--- config.mk ---
export PLATFORM = sky130hd
export DESIGN_NAME = btrs_ram
export DESIGN_NICKNAME = d
export VERILOG_FILES = /design/src/hdl/brownian_tracer_reflect_step_defines.svh /design/src/hdl/btrs_ram.sv
export SDC_FILE = /design/constraint.sdc
export NUM_CORES = 2
export LEC_CHECK = 0
export BUFFER_PORTS_ARGS = -buffer_cell sky130_fd_sc_hd__buf_2
export CAP_MARGIN = 20
export CORE_UTILIZATION = 63
export CTS_BUF_LIST = sky130_fd_sc_hd__clkbuf_4 sky130_fd_sc_hd__clkbuf_8
export CTS_CLUSTER_DIAMETER = 80
export DETAILED_ROUTE_END_ITERATION = 8
export MAX_ROUTING_LAYER = met4
export PLACE_DENSITY = 0.79
export SLEW_MARGIN = 30
export SYNTH_ARGS = -nofsm -noshare
export SYNTH_HDL_FRONTEND = slang
export SYNTH_SLANG_ARGS = --single-unit
--- constraint.sdc ---
create_clock -name clk -period 2.85 [get_ports clk]
set_input_delay 0 -clock clk [delete_from_list [all_inputs] [get_ports clk]]
set_output_delay 0 -clock clk [all_outputs]
set_load 0.05 [all_outputs]
--- src/hdl/brownian_tracer_reflect_step_defines.svh ---
// Assertion macros shared by the tracer RTL.
// Each macro expects clk and arst_n in the scope where it is used.
`ifndef BROWNIAN_TRACER_REFLECT_STEP_DEFINES_SVH
`define BROWNIAN_TRACER_REFLECT_STEP_DEFINES_SVH

// Consequent must hold in the same cycle as the antecedent.
`define BTRS_ASSERT_NOW(label, ante, cons, msg) \
	label: assert property (@(posedge clk) disable iff (!arst_n) (ante) |-> (cons)) \
		else $error(msg);

// Consequent must hold in the cycle after the antecedent.
`define BTRS_ASSERT_NEXT(label, ante, cons, msg) \
	label: assert property (@(posedge clk) disable iff (!arst_n) (ante) |=> (cons)) \
		else $error(msg);

`endif

--- src/hdl/btrs_ram.sv ---
module btrs_ram #(
	parameter int WIDTH = 16,
	parameter int DEPTH = 256
) (
	input  logic                     clk,
	input  logic                     we,
	input  logic [$clog2(DEPTH)-1:0] waddr,
	input  logic [WIDTH-1:0]         wdata,
	input  logic                     re,
	input  logic [$clog2(DEPTH)-1:0] raddr_a,
	input  logic [$clog2(DEPTH)-1:0] raddr_b,
	output logic [WIDTH-1:0]         rdata_a,
	output logic [WIDTH-1:0]         rdata_b
);

	logic [WIDTH-1:0] mem [DEPTH];

	// One write port, two registered read ports; read data holds between reads.
	always_ff @(posedge clk) begin
		if (we) begin
			mem[waddr] <= wdata;
		end
		if (re) begin
			rdata_a <= mem[raddr_a];
			rdata_b <= mem[raddr_b];
		end
	end

endmodule

Word-level counts from Yosys, hierarchy flattened
Memory sizes are Yosys's and may differ from the RTL's. A register that Yosys moved wholly into a read port is not among the register bits.
Index checks and enable logic that the tools add are counted.
{"block": "totals", "mem_bits_rw": 4096, "elab_cells": 3, "output_inout_bits": 32, "mem_count": 1, "inputBits": 43, "register_bits": 0}
{"name": "mem", "depth": 256, "width": 16, "rd": 2, "rd_ports_with_merged_regs": 2, "wr": 1, "line_no": "btrs_ram.sv:16", "source": "logic [WIDTH-1:0] mem [DEPTH];"}
{"block": "op_classes", "n_mux": 2}
{"operator": "1-bit 2-to-1 mux", "count": 2}

Depth between registers and ports, before layout
{"block": "logic_depth", "word_depth": 2, "depth_mapped": 13, "mapped_depth_nobuf": 7}

Worst setup path before layout
Ideal clock, no wire load.
{"block": "synth_path", "path_type": "input port to flip-flop", "startpoint": "input raddr_b[0]", "endpoint": "register rdata_b[10], read port of mem (data pin)", "setup_time_ns": 0.267, "arrival_ns": 2.138, "path_stages": 8, "t_required_ns": 2.583, "n_path_buf": 2, "path_slack_ns": 0.445, "cell_sequence": "buf_4 > buf_1 > mux4_2 > mux4_2 > a22oi_1 > nand2_1 > o31ai_1 > nor3_1"}
{"item": "start: declaration", "line_no": "btrs_ram.sv:11", "source": "input logic [$clog2(DEPTH)-1:0] raddr_b,"}
{"item": "end: declaration", "line_no": "btrs_ram.sv:13", "source": "output logic [WIDTH-1:0] rdata_b"}

==> metrics <==
CTS tree done; slack of the critical path -296.4 ps; YS warnings 0; # Max-Cap Violations 0; Slew headroom 0.2154; Worst VDD drop 0.5308 mV; Layout Cells excl Fill 16488; Post-Syn Nets 10178; grt ovf 0; critical path data required time 3870 ps; DRC viols 0; NetSw 32.65 mW; Clock power frac 0.384; CORE AREA 303000 um2; first-pass GRT wire length 924800 um; number of port buffers 74; Post-layout nets 11919; Final ANT Viol Nets 0; Yosys cell types 58; status finished with violations; EDFF count, synth 4128; Placed Instance Area 210000 um2; routability cong. 1.063; maximum clock frequency 0.3178 GHz; CP Max Fanout 2; TritonRoute pass-1 iters 9; Syn Inst Count 10135; PD cells 584.1 nW/um2; internal power 98.36 mW; Synth top area share 0.6459; Hold Slack -25.23 ps; H-tree depth 6; Hold WC Path Type primary input to flop; vias in the first global route 123976; Vias/cell 7.641; Critical Path AT 4170 ps; FF+latch count, synth 4128; Startpoint Class flop; DRT iter0 DRCs 23918; Avg WL per Cell 40.55 um; via count 125987; Setup crit end kind flop; Slew @ Worst Pin 1168 ps; final clock skew 89.16 ps; Die Area 306800 um2; largest net degree at the start of global routing 149; Core Util, Final 0.7402; endpoints failing hold 6; Avg Cell Area, Syn 18.94 um2; dpl cells 15120; Synth Flop Type edfxtp_1; Comb power frac 0.103; layout cells sized above 1 0.3922; chip width 553.9 um; Switching Fraction 0.2492; num rows 202; minimum clock period 3146 ps; most frequent cells in the layout 4128 x edfxtp_1, 1688 x mux4_2, 1527 x buf_4; detailed placer's ending HPWL 445500 um; Starting Density 0.6333; Reg power frac 0.513; cell accounting for the most synthesized area edfxtp_1; cell area after layout 224300 um2; Synth async-reset ratio 0; Area contributors post-synth edfxtp_1 65%, mux4_2 20%, mux2i_1 5.3%; Area Overhead vs Synth 16.88%; Top Ports 75; Total GRT Usage 0.4478; leak pwr 75.32 nW; Crit Path Class flop to flop; clk root buf clkbuf_8; Inserted Clock Buffers 660; FF-to-FF setup slack -300 ps; register area share after synthesis 0.6459; antenna violations before repair 73; failing checks negative hold slack, negative setup slack; die height 553.9 um; commonest non-fill, non-tap cell in the layout edfxtp_1; final-report max-slew violation count 0; Reg clk slew, reported paths 60 ps; CTS Sinks 4128; # setup viols final 8; period utilization 1.104; Max Root-Sink Buffers 4; Clock Latency Late Sink 1300 ps; Post-Syn Area 191900 um2; drt total wl 668600 um
-- what timing repair did --
item,4_1_cts,5_1_grt
setup buffers,1,0
endpoints found under the setup margin,12,17
gates resized for setup,29,34
hold buffers,65,4
hold endpoints to repair,7371,104
pin swaps,3,7
gates cloned,0,0
-- synthesized netlist by cell type, types with 5 or more instances --
master	number
a2111oi_0	38
a211o_1	26
a211oi_1	22
a21oi_1	210
a221oi_1	48
a22o_1	55
a22oi_1	119
and3_1	18
and4_1	12
buf_1	102
buf_12	5
buf_2	153
buf_4	100
buf_6	92
buf_8	15
clkbuf_1	382
edfxtp_1	4128
mux2i_1	1021
mux4_2	1688
nand2_1	257
nand2b_1	11
nand3_1	83
nand4_1	30
nor2_1	355
nor2b_1	13
nor3_1	185
nor4_1	38
o211ai_1	59
o21ai_0	74
o21bai_1	11
o221ai_1	418
o22ai_1	281
o311ai_0	11
o31ai_1	27
-- logic make-up after synthesis --
logic type	synth area share
flops	0.6459
mux	0.2514
compound gates	0.05387
simple gates	0.02423
buf+inv	0.02462
-- worst paths after layout --
| check | cells after the start | end | from |
|---|---|---|---|
| worst max-delay path | 8 | rdata_b[8] | mem[54][8] |
| worst max register to register | 8 | rdata_b[8] | mem[54][8] |
| worst min-delay path | 2 | mem[176][3] | wdata[3] |
| worst min register to register | 6 | rdata_b[9] | mem[204][9] |
-- routing by layer --
| layer | vias up | share of wire | track usage |
|---|---|---|---|
| met5 | - | 0 | - |
| met2 | 12436 | 0.43 | 0.6186 |
| li1 | 47725 | - | - |
| met4 | 0 | 0.071 | 0.2585 |
| met1 | 63460 | 0.32 | 0.5686 |
| met3 | 2366 | 0.18 | 0.1717 |
-- power by group through the flow --
stage / Clock (mW) / Sequential [mW] / Combinational (mW)
floorplan: 0 / 68.5 / 6.23
global placement: 0 / 68.4 / 12.4
detailed placement: 0 / 68.4 / 12.7
CTS: 50.2 / 67.2 / 12.9
global route: 52.7 / 67.2 / 13.6
finish: 50.3 / 67.2 / 13.5
-- sequential cells by signal (all words and copies together) (netlist names) --
register / cells
mem: 4096
rdata_a: 16
rdata_b: 16
-- per-stage QoR --
stage	total power, mW	setup WS (ps)	setup TNS (ps)
floorplan	74.78	445.4	0
global placement	80.88	-1135	-16860
detailed placement	81.15	-1133	-15540
CTS	130.3	-118.3	-118.3
global route	133.4	-217.9	-352.9
finish	131.0	-296.4	-702.0
-- critical path, cell delays in order (launching register included) --
cell	delay, ps
edfxtp_1	530
mux4_2	630
mux4_2	550
a22oi_2	390
buf_4	200
nand2_4	50
o31ai_4	300
buf_6	190
nor3_4	40
-- final cells by class --
type / instances / area (um2)
multi-input cells: 5151 / 64220
clock buffers: 875 / 10730
well taps: 3978 / 4977
diodes: 118 / 295.3
flip-flops and latches: 4128 / 124000
fillers: 17067 / 78740
inverters: 6 / 41.29
repair buffers: 1929 / 18050
clock inverters: 303 / 2021
No activity file was read; power rests on OpenSTA's default activity.
